$ cat config.mk
export PLATFORM = sky130hd
export DESIGN_NAME = der_tlv_header_encoder_core
export DESIGN_NICKNAME = d
export VERILOG_FILES = /design/src/sv/dtlv_pkg.sv /design/src/sv/dtlv_hdr_build.sv /design/src/sv/dtlv_serializer.sv /design/src/sv/der_tlv_header_encoder_core.sv
export SDC_FILE = /design/constraint.sdc
export NUM_CORES = 1
export LEC_CHECK = 0
export ABC_CLOCK_PERIOD_IN_PS = 8700
export BUFFER_PORTS_ARGS = -buffer_cell sky130_fd_sc_hd__buf_2
export CORE_MARGIN = 3
export CORE_UTILIZATION = 40
export CTS_CLUSTER_DIAMETER = 120
export CTS_CLUSTER_SIZE = 24
export DETAILED_ROUTE_END_ITERATION = 6
export MAX_ROUTING_LAYER = met4
export SYNTH_ARGS = -nofsm -noshare
export SYNTH_HDL_FRONTEND = slang
export SYNTH_HIERARCHICAL = 1
export SYNTH_SLANG_ARGS = --single-unit
$ cat constraint.sdc
create_clock -name clk -period 8.7 [get_ports clk]
set_input_delay 0.87 -clock clk [delete_from_list [all_inputs] [get_ports clk]]
set_output_delay 0.87 -clock clk [all_outputs]
set_load 0.05 [all_outputs]
$ cat src/sv/dtlv_pkg.sv
// Shared types and constants of the DER tag-length encoder.
`timescale 1ns / 1ps
`default_nettype none
package dtlv_pkg;

	// Request kinds on the input stream
	localparam logic REQ_HEADER  = 1'b0;
	localparam logic REQ_PAYLOAD = 1'b1;

	// Result status codes
	localparam logic [1:0] ST_OK         = 2'd0;
	localparam logic [1:0] ST_NO_ROOM    = 2'd1;
	localparam logic [1:0] ST_UNEXPECTED = 2'd2;

	// Encoding constants
	localparam logic [4:0] TAG_LONG_FORM = 5'h1F;
	localparam logic [7:0] LEN_LONG_1    = 8'h81;
	localparam logic [7:0] LEN_LONG_2    = 8'h82;
	localparam logic [7:0] LEN_LONG_4    = 8'h84;
	localparam logic [31:0] LEN_SHORT_LIM = 32'h0000_0080;
	localparam logic [31:0] LEN_1B_LIM    = 32'h0000_0100;
	localparam logic [31:0] LEN_2B_LIM    = 32'h0001_0000;

	// Up to 4 tag bytes and 5 length bytes
	localparam int MAX_HDR = 9;
	localparam int CNT_W   = $clog2(MAX_HDR + 1);

	// One decoded request: the result bytes it causes and their common fields
	typedef struct packed {
		logic [MAX_HDR-1:0][7:0] bytes;
		logic [CNT_W-1:0]        cnt;
		logic                    byte_valid;
		logic [1:0]              status;
		logic [31:0]             total;
	} job_t;

endpackage
`default_nettype wire

$ cat src/sv/dtlv_hdr_build.sv
// Decodes one registered request into its list of result bytes.
`timescale 1ns / 1ps
`default_nettype none
module dtlv_hdr_build (
	input  wire logic         req_type,
	input  wire logic [31:0]  tag_word,
	input  wire logic [31:0]  payload_length,
	input  wire logic [31:0]  space_free,
	input  wire logic [7:0]   data_byte,
	input  wire logic [31:0]  payload_left,
	output dtlv_pkg::job_t    job,
	output logic [31:0]       payload_left_nxt
);
	import dtlv_pkg::*;

	logic [7:0]  b0, b1, b2;
	logic [2:0]  tag_n;
	logic [2:0]  len_n;
	logic [31:0] tag_vec;
	logic [39:0] len_vec;
	logic [71:0] len_sh;
	logic [3:0]  hdr_n;
	logic [32:0] total;
	logic        fits;

	always_comb begin
		b0 = tag_word[7:0];
		b1 = tag_word[15:8];
		b2 = tag_word[23:16];

		// tag size: extend while the long form and continuation bits ask for it
		tag_n = 3'd1;
		if (b0[4:0] == TAG_LONG_FORM) begin
			tag_n = 3'd2;
			if (b1[7]) begin
				tag_n = 3'd3;
				if (b2[7]) begin
					tag_n = 3'd4;
				end
			end
		end
		case (tag_n)
			3'd1:    tag_vec = {24'd0, tag_word[7:0]};
			3'd2:    tag_vec = {16'd0, tag_word[15:0]};
			3'd3:    tag_vec = {8'd0, tag_word[23:0]};
			default: tag_vec = tag_word;
		endcase

		// length bytes, first emitted in the low byte
		if (payload_length < LEN_SHORT_LIM) begin
			len_n   = 3'd1;
			len_vec = {32'd0, payload_length[7:0]};
		end else if (payload_length < LEN_1B_LIM) begin
			len_n   = 3'd2;
			len_vec = {24'd0, payload_length[7:0], LEN_LONG_1};
		end else if (payload_length < LEN_2B_LIM) begin
			len_n   = 3'd3;
			len_vec = {16'd0, payload_length[7:0], payload_length[15:8], LEN_LONG_2};
		end else begin
			len_n   = 3'd5;
			len_vec = {payload_length[7:0], payload_length[15:8],
				payload_length[23:16], payload_length[31:24], LEN_LONG_4};
		end

		len_sh = {32'd0, len_vec} << {tag_n, 3'b000};
		hdr_n  = {1'b0, tag_n} + {1'b0, len_n};
		total  = {29'd0, hdr_n} + {1'b0, payload_length};
		fits   = total <= {1'b0, space_free};

		job = '0;
		payload_left_nxt = payload_left;
		job.cnt = CNT_W'(1);
		if (req_type == REQ_PAYLOAD) begin
			if (payload_left == 32'd0) begin
				job.status = ST_UNEXPECTED;
			end else begin
				job.byte_valid   = 1'b1;
				job.bytes[0]     = data_byte;
				payload_left_nxt = payload_left - 32'd1;
			end
		end else begin
			job.total = total[32] ? 32'hFFFF_FFFF : total[31:0];
			if (fits) begin
				job.bytes        = len_sh | {40'd0, tag_vec};
				job.cnt          = CNT_W'(hdr_n);
				job.byte_valid   = 1'b1;
				payload_left_nxt = payload_length;
			end else begin
				job.status       = ST_NO_ROOM;
				payload_left_nxt = 32'd0;
			end
		end
	end

endmodule
`default_nettype wire

$ cat src/sv/dtlv_serializer.sv
// Holds one decoded request and emits its bytes one per cycle into the output register unless the output stalls.
`timescale 1ns / 1ps
`default_nettype none
module dtlv_serializer (
	input  wire logic         clk,
	input  wire logic         arst_n,
	input  wire logic         in_valid,
	input  wire dtlv_pkg::job_t in_job,
	output logic              in_ready,
	output logic              out_valid,
	input  wire logic         out_ready,
	output logic [7:0]        out_byte,
	output logic              out_byte_valid,
	output logic              out_last,
	output logic [1:0]        out_status,
	output logic [31:0]       out_total
);
	import dtlv_pkg::*;

	job_t             job_s2;
	logic             job_v_s2;
	logic [CNT_W-1:0] idx_q;
	logic             out_v_s3;
	logic [7:0]       byte_s3;
	logic             bvalid_s3;
	logic             last_s3;
	logic [1:0]       status_s3;
	logic [31:0]      total_s3;
	logic             out_load;
	logic             emit;
	logic             at_last;
	logic             job_done;

	assign out_load = !out_v_s3 || out_ready;
	assign emit     = job_v_s2 && out_load;
	assign at_last  = idx_q == (job_s2.cnt - CNT_W'(1));
	assign job_done = emit && at_last;
	assign in_ready = !job_v_s2 || job_done;

	always_ff @(posedge clk or negedge arst_n) begin
		if (!arst_n) begin
			job_v_s2 <= 1'b0;
			idx_q    <= '0;
		end else if (in_valid && in_ready) begin
			job_v_s2 <= 1'b1;
			idx_q    <= '0;
		end else if (job_done) begin
			job_v_s2 <= 1'b0;
		end else if (emit) begin
			idx_q <= idx_q + CNT_W'(1);
		end
	end

	always_ff @(posedge clk) begin
		if (in_valid && in_ready) begin
			job_s2 <= in_job;
		end
	end

	always_ff @(posedge clk or negedge arst_n) begin
		if (!arst_n) begin
			out_v_s3 <= 1'b0;
		end else if (emit) begin
			out_v_s3 <= 1'b1;
		end else if (out_ready) begin
			out_v_s3 <= 1'b0;
		end
	end

	always_ff @(posedge clk) begin
		if (emit) begin
			byte_s3   <= job_s2.bytes[idx_q];
			bvalid_s3 <= job_s2.byte_valid;
			last_s3   <= at_last;
			status_s3 <= job_s2.status;
			total_s3  <= job_s2.total;
		end
	end

	assign out_valid      = out_v_s3;
	assign out_byte       = byte_s3;
	assign out_byte_valid = bvalid_s3;
	assign out_last       = last_s3;
	assign out_status     = status_s3;
	assign out_total      = total_s3;

	// the byte index never runs past the request's byte count
	a_idx_in_range: assert property (@(posedge clk) disable iff (!arst_n)
		job_v_s2 |-> (idx_q < job_s2.cnt))
		else $error("byte index beyond request byte count");

	// a non-first byte only follows a request that was already held
	a_idx_continues: assert property (@(posedge clk) disable iff (!arst_n)
		(job_v_s2 && idx_q != '0) |-> $past(job_v_s2))
		else $error("byte index advanced without a held request");

	// a result without a byte carries a zero byte and an error status
	a_empty_result: assert property (@(posedge clk) disable iff (!arst_n)
		(out_v_s3 && !bvalid_s3) |-> (byte_s3 == 8'd0 && status_s3 != ST_OK && last_s3))
		else $error("empty result with data or ok status");

	// error results end their request at once
	a_err_single: assert property (@(posedge clk) disable iff (!arst_n)
		(job_v_s2 && job_s2.status != ST_OK) |-> (job_s2.cnt == CNT_W'(1)))
		else $error("error request with more than one result");

endmodule
`default_nettype wire

$ cat src/sv/der_tlv_header_encoder_core.sv
// Top level of the DER tag-length-value encoder core.
`timescale 1ns / 1ps
`default_nettype none
// DER element encoder. A header request (tuser 0) carries the tag word, the payload
// length and the free output space; the core emits 1 to 4 tag bytes and a 1, 2, 3 or
// 5 byte DER length, one byte per output beat with tlast on the final one, then lets
// that many payload requests (tuser 1) pass through, one byte each. If the whole
// element does not fit, a single beat with no byte and status 1 reports the needed
// total instead. A payload byte with no payload expected gives a single beat with
// status 2. tlast marks the last output beat of every request. A header request
// holds the byte serializer until all of its header bytes (2 to 9) are out, while
// payload requests and error beats give one beat each; the next request is taken
// in the cycle of its last byte. An input passes the input register, the serializer's
// request register and the output register before its first output beat. A header
// arriving mid-payload drops the rest of the earlier element.
module der_tlv_header_encoder_core (
	input  wire logic         clk,
	input  wire logic         arst_n,
	input  wire logic         s_tvalid,
	output logic              s_tready,
	input  wire logic [103:0] s_tdata,  // tag_word, payload_length, space_free, data_byte
	input  wire logic         s_tuser,  // req_type
	output logic              m_tvalid,
	input  wire logic         m_tready,
	output logic [39:0]       m_tdata,  // out_byte, total_length
	output logic [2:0]        m_tuser,  // byte_valid, status
	output logic              m_tlast
);
	import dtlv_pkg::*;

	// input register
	logic        in_v_s1;
	logic        type_s1;
	logic [31:0] tag_s1;
	logic [31:0] plen_s1;
	logic [31:0] space_s1;
	logic [7:0]  data_s1;

	logic [31:0] payload_left_q;
	logic [31:0] payload_left_nxt;
	job_t        job;
	logic        ser_ready;
	logic        take;

	logic [7:0]  out_byte;
	logic        out_bvalid;
	logic [1:0]  out_status;
	logic [31:0] out_total;

	assign take     = in_v_s1 && ser_ready;
	assign s_tready = !in_v_s1 || ser_ready;

	// hold the request until the serializer takes it
	always_ff @(posedge clk or negedge arst_n) begin
		if (!arst_n) begin
			in_v_s1 <= 1'b0;
		end else if (s_tvalid && s_tready) begin
			in_v_s1 <= 1'b1;
		end else if (take) begin
			in_v_s1 <= 1'b0;
		end
	end

	always_ff @(posedge clk) begin
		if (s_tvalid && s_tready) begin
			type_s1  <= s_tuser;
			tag_s1   <= s_tdata[31:0];
			plen_s1  <= s_tdata[63:32];
			space_s1 <= s_tdata[95:64];
			data_s1  <= s_tdata[103:96];
		end
	end

	// advance the payload count as each request enters the serializer
	always_ff @(posedge clk or negedge arst_n) begin
		if (!arst_n) begin
			payload_left_q <= 32'd0;
		end else if (take) begin
			payload_left_q <= payload_left_nxt;
		end
	end

	dtlv_hdr_build u_build (
		.req_type         (type_s1),
		.tag_word         (tag_s1),
		.payload_length   (plen_s1),
		.space_free       (space_s1),
		.data_byte        (data_s1),
		.payload_left     (payload_left_q),
		.job              (job),
		.payload_left_nxt (payload_left_nxt)
	);

	dtlv_serializer u_ser (
		.clk            (clk),
		.arst_n         (arst_n),
		.in_valid       (in_v_s1),
		.in_job         (job),
		.in_ready       (ser_ready),
		.out_valid      (m_tvalid),
		.out_ready      (m_tready),
		.out_byte       (out_byte),
		.out_byte_valid (out_bvalid),
		.out_last       (m_tlast),
		.out_status     (out_status),
		.out_total      (out_total)
	);

	assign m_tdata = {out_total, out_byte};
	assign m_tuser = {out_status, out_bvalid};

	// an unexpected payload byte leaves the count alone
	a_unexp_keeps: assert property (@(posedge clk) disable iff (!arst_n)
		(take && type_s1 == REQ_PAYLOAD && payload_left_q == 32'd0) |=>
		(payload_left_q == 32'd0))
		else $error("unexpected payload byte changed the count");

	// a passed payload byte consumes exactly one count
	a_payload_dec: assert property (@(posedge clk) disable iff (!arst_n)
		(take && type_s1 == REQ_PAYLOAD && payload_left_q != 32'd0) |=>
		(payload_left_q == $past(payload_left_q) - 32'd1))
		else $error("payload count not decremented");

	// payload results carry no total
	a_payload_total: assert property (@(posedge clk) disable iff (!arst_n)
		(take && type_s1 == REQ_PAYLOAD) |-> (job.total == 32'd0))
		else $error("payload result with a total");

endmodule
`default_nettype wire
==> results of run 1 <==
cell type report:
cell class	instances	area, um^2
tap	511	639.4
timing repair buffer	177	968.4
sequential	299	8785
clock buffer	26	459.2
multi-input combinational	816	5883
fill	3458	20700
inverter	82	307.8
clock inverter	2	16.27
critical path, stage by stage, from the launching register on:
cell	delay, ns
edfxtp_1	0.58
nor4_1	0.30
and4_1	0.20
buf_4	0.29
inv_1	0.10
a21oi_1	0.30
inv_1	0.11
fa_1	0.41
xnor2_1	0.16
ha_1	0.34
nand3_1	0.10
a211oi_1	0.43
and4_1	0.42
nand3_1	0.12
xor2_1	0.20
inv_1	0.08
ha_1	0.30
a21oi_1	0.06
o21ai_0	0.46
a2111oi_0	0.20
a211oi_1	0.24
a21oi_1	0.17
o21ai_4	0.65
buf_12	0.30
o22ai_1	0.11
mux2_4	0.29
cell families (layout without fill, tap and decap cells):
| logic type | after synthesis | after routing | synth area share |
|---|---|---|---|
| and+or+nand+nor | 358 | 358 | 0.1226 |
| DFF | 299 | 299 | 0.5724 |
| AOI/OAI and AO/OA | 279 | 279 | 0.1206 |
| buffers and inverters | 164 | 287 | 0.04574 |
| muxes | 69 | 69 | 0.06311 |
| xor gates and xnor gates | 66 | 66 | 0.03865 |
| adders and majority gates | 44 | 44 | 0.03686 |
registers in the layout, indices dropped and copies added (netlist names), 2 cells and up:
| register | count |
|---|---|
| data_s1 | 8 |
| payload_left_q | 32 |
| plen_s1 | 32 |
| space_s1 | 32 |
| tag_s1 | 32 |
| u_ser/idx_q | 4 |
| u_ser/job_s2 | 111 |
| u_ser/out_byte | 8 |
| u_ser/out_status | 2 |
| u_ser/out_total | 32 |
cells in the mapped netlist, types with 5 or more instances:
cell	count	area share
o22ai_1	11	0.0045
a32oi_1	7	0.0040
mux4_2	8	0.012
o21bai_1	8	0.0039
nor2_1	79	0.019
mux2_4	30	0.029
and3_1	23	0.0094
edfxtp_1	260	0.51
o31ai_1	11	0.0054
nor3b_1	5	0.0024
xnor2_1	35	0.020
nand2b_1	7	0.0029
and2_1	11	0.0045
a21o_1	6	0.0029
and4_1	5	0.0029
o21ai_0	34	0.011
dfrtp_1	39	0.064
nor4_1	18	0.0073
xor2_1	30	0.017
clkbuf_1	66	0.016
nand2_1	85	0.021
mux2i_1	9	0.0059
or3_2	5	0.0024
nor3_1	40	0.013
inv_1	81	0.020
a31oi_1	10	0.0041
nand4_1	13	0.0053
a211oi_1	21	0.010
nand3_1	32	0.010
ha_1	42	0.034
a21oi_1	92	0.030
a22o_1	35	0.020
o211ai_1	7	0.0034
mux2_2	22	0.016
routing by layer:
layer	global-route usage	routed length, um	share of wire	up-vias
li1	-	-	-	4987
met3	0.03640	2965	0.068	81
met4	0.06379	1379	0.032	0
met1	0.3020	19610	0.45	5328
met2	0.3245	19500	0.45	419
met5	-	0	0	-
report_power, final:
part           internal, mW  total (mW)  leakage [nW]  switching (mW)
sequential             1.79        2.00          2.90           0.214
combinational         0.477        1.11          3.50           0.637
clock                 0.371       0.832         0.230           0.461
worst max-delay path by stage:
stage | startpoint | end | slack [ns] | cells after the start
after floorplan | plen_s1[23]$_DFFE_PP_ | payload_left_q[22]$_DFFE_PN0P_ | 2.48 | 30
after global placement | plen_s1[23]$_DFFE_PP_ | payload_left_q[7]$_DFFE_PN0P_ | 1.95 | 25
after detailed placement | plen_s1[28]$_DFFE_PP_ | payload_left_q[7]$_DFFE_PN0P_ | 1.79 | 25
after CTS | plen_s1[23]$_DFFE_PP_ | payload_left_q[7]$_DFFE_PN0P_ | 1.73 | 25
after global routing | plen_s1[23]$_DFFE_PP_ | u_ser/job_s2[91]$_DFFE_PP_ | 1.02 | 24
final | plen_s1[23]$_DFFE_PP_ | payload_left_q[7]$_DFFE_PN0P_ | 1.61 | 25
metrics by stage:
stage	power [mW]	worst slack, ns
2_1_floorplan	2.810	2.480
3_3_place_gp	3.117	1.949
3_5_place_dp	3.137	1.787
4_1_cts	3.979	1.735
5_1_grt	4.152	1.018
6_report	3.947	1.611
cells in the final DEF, fill, tap and decap left out, drive strengths merged, types with 4 or more instances in the layout:
cell    instances
and4            5
a22o           36
xnor2          35
xor2           30
o21ai          35
mux4            8
or3             7
clkbuf         26
and3           23
a22oi           4
a31oi          10
o22ai          12
ha             42
a211oi         21
nand2b          7
nor2           79
nor2b           4
nor3b           6
nand3          33
a21oi          92
inv            82
edfxtp        260
nand4          13
o211ai          7
and2           12
or4             7
nand2          86
mux2           52
buf           177
dfrtp          39
a32oi           7
o21bai          8
nor4           21
a21o            6
mux2i           9
nor3           41
o31ai          11
==> results.ini, run 1 <==
[sta]
max_freq_ghz = 0.1411
finalSetupTns_ns = 0
relSlewSlack = 0.3166
drv_slew = 0
holdWs_ns = 0.4089
setup_viol = 0
period_share = 0.8149
rsz0062_at_grt = no
period_needed_ns = 7.089
worst_pin_slew_ns = 1.025
finClkSkew_ns = 0.02394
finalHoldViolCount = 0

[setup_path]
required_ns = 9.10
reg2regPathDepth = 25
cp-end-kind = flop
cp-start-kind = flop
r2r-end = payload_left_q[7]$_DFFE_PN0P_
timing.rr.start = plen_s1[23]$_DFFE_PP_
path_max_fanout = 43
arrival_ns = 7.49
reg2reg_slack_ns = 1.61
critPathKind = flop to flop

[pwr]
power.leakage_nw = 6.629
ir_worst_vdd_uv = 164.5
power_density_nw_per_um2 = 231.4

[layout]
post-route-util = 0.4518
area_growth_pct = 11.17
fin_area_um2 = 17060
diodes = 0
drive_above_1_share = 0.2061
layout.nets = 1545
final_cell_count_no_fill = 1913

[clock_network]
cts_setup_buffers = 0
clkSinkCount = 299
cts_made_buffers = 16
tritoncts = built
hold_buffers = 0
clk_pin_slew_ns = 0.10
cts_resized = 0
htreeDepth = 1
root_buffer = clkbuf_16
clockBufferDepth = 3
clock_latency_ns = 0.52

[hold_path]
hold_path_end = u_ser/out_total[25]$_DFFE_PP_
hp-class = flop to flop
holdPathStages = 0
worstHoldStart = u_ser/job_s2[25]$_DFFE_PP_

[global_route]
grt_pass1_wl_um = 66420
antenna_found_initial = 0
overflow = 0
grt_pass1_vias = 10880
track_usage = 0.2154
grt_start_max_net_pins = 78

[synth]
synth_edf_count = 260
synth.net_count = 1432
ys_seq_elements = 299
syn_area_per_cell_um2 = 12.00
yosys_warnings = 6
synth_area_um2 = 15340
synth_cell_types = 85
seq_area_frac_synth = 0.5724
ys_async_sr_fraction = 0.1304
synthCells = 1279
synth_flop_cell = edfxtp_1

[drt]
drtIter0Drc = 1102
first_pass_iters = 7
ant_nets = 0
wirelength_um = 43460
drc = 0
avgRoutedWirePerCell_um = 22.72
vias = 10820
vias_per_cell = 5.653

[placement]
dp.cells = 1885
dpl_cell_area_um2 = 16580
port_buffers = 154
gp_congestion = 0.9338
dp_hpwl_um = 30520

[job]
maxCapViolations = 0

[floorplan]
die_height_um = 201.9
initial_utilization = 0.4064
dieArea_um2 = 40750
die_w_um = 201.9
rows = 71
ioPinCount = 155
core_um2 = 37760

[status]
status = completed

(Power assumes the default switching activity.)
==> run 2, diff against run 1 <==
--- a/config.mk
+++ b/config.mk
@@ -5,7 +5,7 @@
 export SDC_FILE = /design/constraint.sdc
 export NUM_CORES = 1
 export LEC_CHECK = 0
-export ABC_CLOCK_PERIOD_IN_PS = 8700
+export ABC_CLOCK_PERIOD_IN_PS = 6700
 export BUFFER_PORTS_ARGS = -buffer_cell sky130_fd_sc_hd__buf_2
 export CORE_MARGIN = 3
 export CORE_UTILIZATION = 40
==> constraint.sdc (replaced) <==
create_clock -name clk -period 6.7 [get_ports clk]
set_input_delay 0.67 -clock clk [delete_from_list [all_inputs] [get_ports clk]]
set_output_delay 0.67 -clock clk [all_outputs]
set_load 0.05 [all_outputs]
==> run 2 against run 1 <==
Effect of this change:
- critical path depth did not move
- sequential share of layout area fell by 0.94 points
- die area did not move
- core utilization rose by 0.84 points
- worst setup slack got worse by 1.2 ns
- global-route usage rose by 0.74 points
- clock skew rose by 0.0087 ns
- via count rose by 2.1%
- hold slack got worse by 0.10 ns
- wire length rose by 3.8%
- critical endpoint is now u_ser/job_s2[88]$_DFFE_PP_
==> results.ini, run 2 (same netlist as run 1, synthesis figures left out) <==
[layout]
drive_above_1_share = 0.2279  ; was 0.2061
final_cell_count_no_fill = 1950  ; was 1913
largest_reg_flops = 111  ; unchanged
post-route-util = 0.4602  ; was 0.4518
diodes = 0  ; unchanged
area_growth_pct = 13.24  ; was 11.17%
regMostFlops = u_ser/job_s2  ; unchanged
final_common_cell = edfxtp_1  ; unchanged
layout.nets = 1582  ; was 1545
mostFrequentLayoutCells = edfxtp_1, buf_2, a21oi_1  ; unchanged

[drt]
drc = 0  ; unchanged
wl_met1_um = 20600  ; was 19610 um
vias_per_cell = 5.663  ; was 5.653
met2WireLength_um = 20710  ; was 19500 um
vias = 11040  ; was 10.82k
top_layer = met4  ; unchanged
ant_nets = 0  ; unchanged
dr_wl_met3_um = 2666  ; was 2965 um
first_pass_iters = 5  ; was 7
avgRoutedWirePerCell_um = 23.14  ; was 22.72 um
drtIter0Drc = 1059  ; was 1102
wirelength_um = 45120  ; was 43460 um

[floorplan]
die_height_um = 201.9  ; unchanged
dieArea_um2 = 40750  ; unchanged
initial_utilization = 0.4064  ; unchanged
ioPinCount = 155  ; unchanged
rows = 71  ; unchanged
die_w_um = 201.9  ; unchanged
core_um2 = 37760  ; unchanged

[setup_path]
path_max_fanout = 37  ; was 43
worst-path-buf-inv = 5  ; unchanged
r2r-end = u_ser/job_s2[88]$_DFFE_PP_  ; was payload_left_q[7]$_DFFE_PN0P_
timing.rr.start = plen_s1[12]$_DFFE_PP_  ; was plen_s1[23]$_DFFE_PP_
reg2reg_slack_ns = 0.37  ; was 1.61 ns
cp-start-kind = flop  ; unchanged
crit_family = simple AND/OR/NAND/NOR gates  ; was compound AO/OA/AOI/OAI gates
critPathKind = flop to flop  ; unchanged
arrival_ns = 6.64  ; was 7.49 ns
reg2regPathDepth = 25  ; unchanged
max_stage_delay_ns = 0.67  ; was 0.65 ns
required_ns = 7.01  ; was 9.10 ns
worst_path_max_delay_cell = nor4_1  ; was o21ai_4
cp-end-kind = flop  ; unchanged

[global_route]
overflow = 0  ; unchanged
grt_pass1_vias = 10720  ; was 10.88k
grt_start_max_net_pins = 79  ; was 78
antenna_found_initial = 1  ; was 0
grt_pass1_wl_um = 68190  ; was 66420 um
track_usage = 0.2229  ; was 0.2154

[sta]
finalHoldViolCount = 0  ; unchanged
drv_slew = 0  ; unchanged
setup_viol = 0  ; unchanged
relSlewSlack = 0.1902  ; was 0.3166
max_freq_ghz = 0.1580  ; was 0.1411 GHz
period_share = 0.9449  ; was 0.8149
finClkSkew_ns = 0.03260  ; was 0.02394 ns
worst_pin_slew_ns = 1.208  ; was 1.025 ns
period_needed_ns = 6.331  ; was 7.089 ns

[pwr]
power_frac_comb = 0.286  ; was 0.282
switchingPower_mw = 1.724  ; was 1.312 mW
ir_worst_vdd_uv = 199.2  ; was 164.5 uV
power_density_nw_per_um2 = 297.7  ; was 231.4 nW/um^2
internal-power_mw = 3.449  ; was 2.635 mW
switching_share = 0.3332  ; was 0.3324
power.leakage_nw = 6.817  ; was 6.629 nW
seq_power_share = 0.500  ; was 0.507
clkPwrFrac = 0.214  ; was 0.211

[placement]
gp_congestion = 0.9382  ; was 0.9338
dp.cells = 1922  ; was 1885
port_buffers = 154  ; unchanged
dp_hpwl_um = 32040  ; was 30520 um

[clock_network]
root_buffer = clkbuf_16  ; unchanged
clkSinkCount = 299  ; unchanged
clock_latency_ns = 0.53  ; was 0.52 ns
tritoncts = built  ; unchanged
clk_pin_slew_ns = 0.11  ; was 0.10 ns
clockBufferDepth = 3  ; unchanged
cts_made_buffers = 16  ; unchanged
htreeDepth = 1  ; unchanged

[job]
maxCapViolations = 0  ; unchanged

[hold_path]
hp-class = input port to async pin  ; was flop to flop

[status]
status = completed  ; unchanged

## run 2: changes by cell type in the layout (fill, tap and decap cells not counted), sizes merged
cell    change
buf        +37
clkbuf      +1
inv         -1
## run 2: timing repair
item                                    CTS  global route
hold buffers                              0             0
gates resized for setup                   0             5
endpoints found under the setup margin    0           110
buffers inserted                          0             0
## run 2: layout make-up
cell class | instances | area, um^2
Tap cell | 511 | 639.4
Multi-Input combinational cell | 816 | 5894
Clock inverter | 1 | 16.27
Inverter | 82 | 307.8
Clock buffer | 27 | 462.9
Timing Repair Buffer | 214 | 1271
Fill cell | 3501 | 20380
Sequential cell | 299 | 8785
## run 2: power by group through the flow
stage               logic (mW)  registers [mW]  clock network (mW)
floorplan                 1.03            2.62                   0
finish                    1.48            2.59                1.11
CTS                       1.47            2.59                1.14
global placement          1.45            2.62                   0
global route              1.59            2.62                1.20
detailed placement        1.47            2.62                   0
## run 2: worst register-to-register path, stage by stage, from the launching register on
cell and delay [ns]:
edfxtp_1 0.43, nor4_1 0.67, and2_0 0.33, nand3_1 0.13, ha_1 0.21, inv_1 0.07
fa_1 0.44, inv_1 0.12, ha_1 0.24, a21o_1 0.15, a21oi_1 0.27, o21bai_1 0.16
and3_1 0.27, and4_1 0.22, xnor2_1 0.20, inv_1 0.07, ha_1 0.18, a21oi_1 0.15
o21ai_1 0.16, a2111oi_2 0.45, nand4bb_1 0.17, a21oi_1 0.26, buf_4 0.18, o21ai_4 0.11
buf_12 0.20, nor3_1 0.32
## run 2: through the flow
step | area (um^2) | hold WS [ns] | power, mW | setup TNS (ns) | setup WS, ns
after floorplan | 15340 | 0.3744 | 3.649 | 0 | 0.4804
after global placement | 16890 | 0.4006 | 4.067 | 0 | 0.3316
after detailed placement | 16890 | 0.4052 | 4.091 | 0 | 0.1593
after CTS | 17370 | 0.2870 | 5.197 | 0 | 0.09272
after global routing | 17380 | 0.2924 | 5.418 | -0.006310 | -0.003190
final | 17380 | 0.3082 | 5.173 | 0 | 0.3694
## run 2: how the worst max path moves through the flow
stage               cells past startpoint                   from                              to  slack [ns]
floorplan                              30  plen_s1[23]$_DFFE_PP_  payload_left_q[22]$_DFFE_PN0P_        0.48
global placement                       25  plen_s1[12]$_DFFE_PP_   payload_left_q[3]$_DFFE_PN0P_        0.33
detailed placement                     25  plen_s1[12]$_DFFE_PP_  payload_left_q[28]$_DFFE_PN0P_        0.16
CTS                                    25  plen_s1[12]$_DFFE_PP_   payload_left_q[5]$_DFFE_PN0P_        0.09
global route                           25  plen_s1[12]$_DFFE_PP_      u_ser/job_s2[88]$_DFFE_PP_      -0.003
finish                                 25  plen_s1[12]$_DFFE_PP_      u_ser/job_s2[88]$_DFFE_PP_        0.37
## run 2: metal layers
metal	vias to the layer above	GRT usage
li1	5062	-
met1	5518	0.3254
met2	397	0.3379
met3	66	0.02368
met4	0	0.05183
met5	-	-
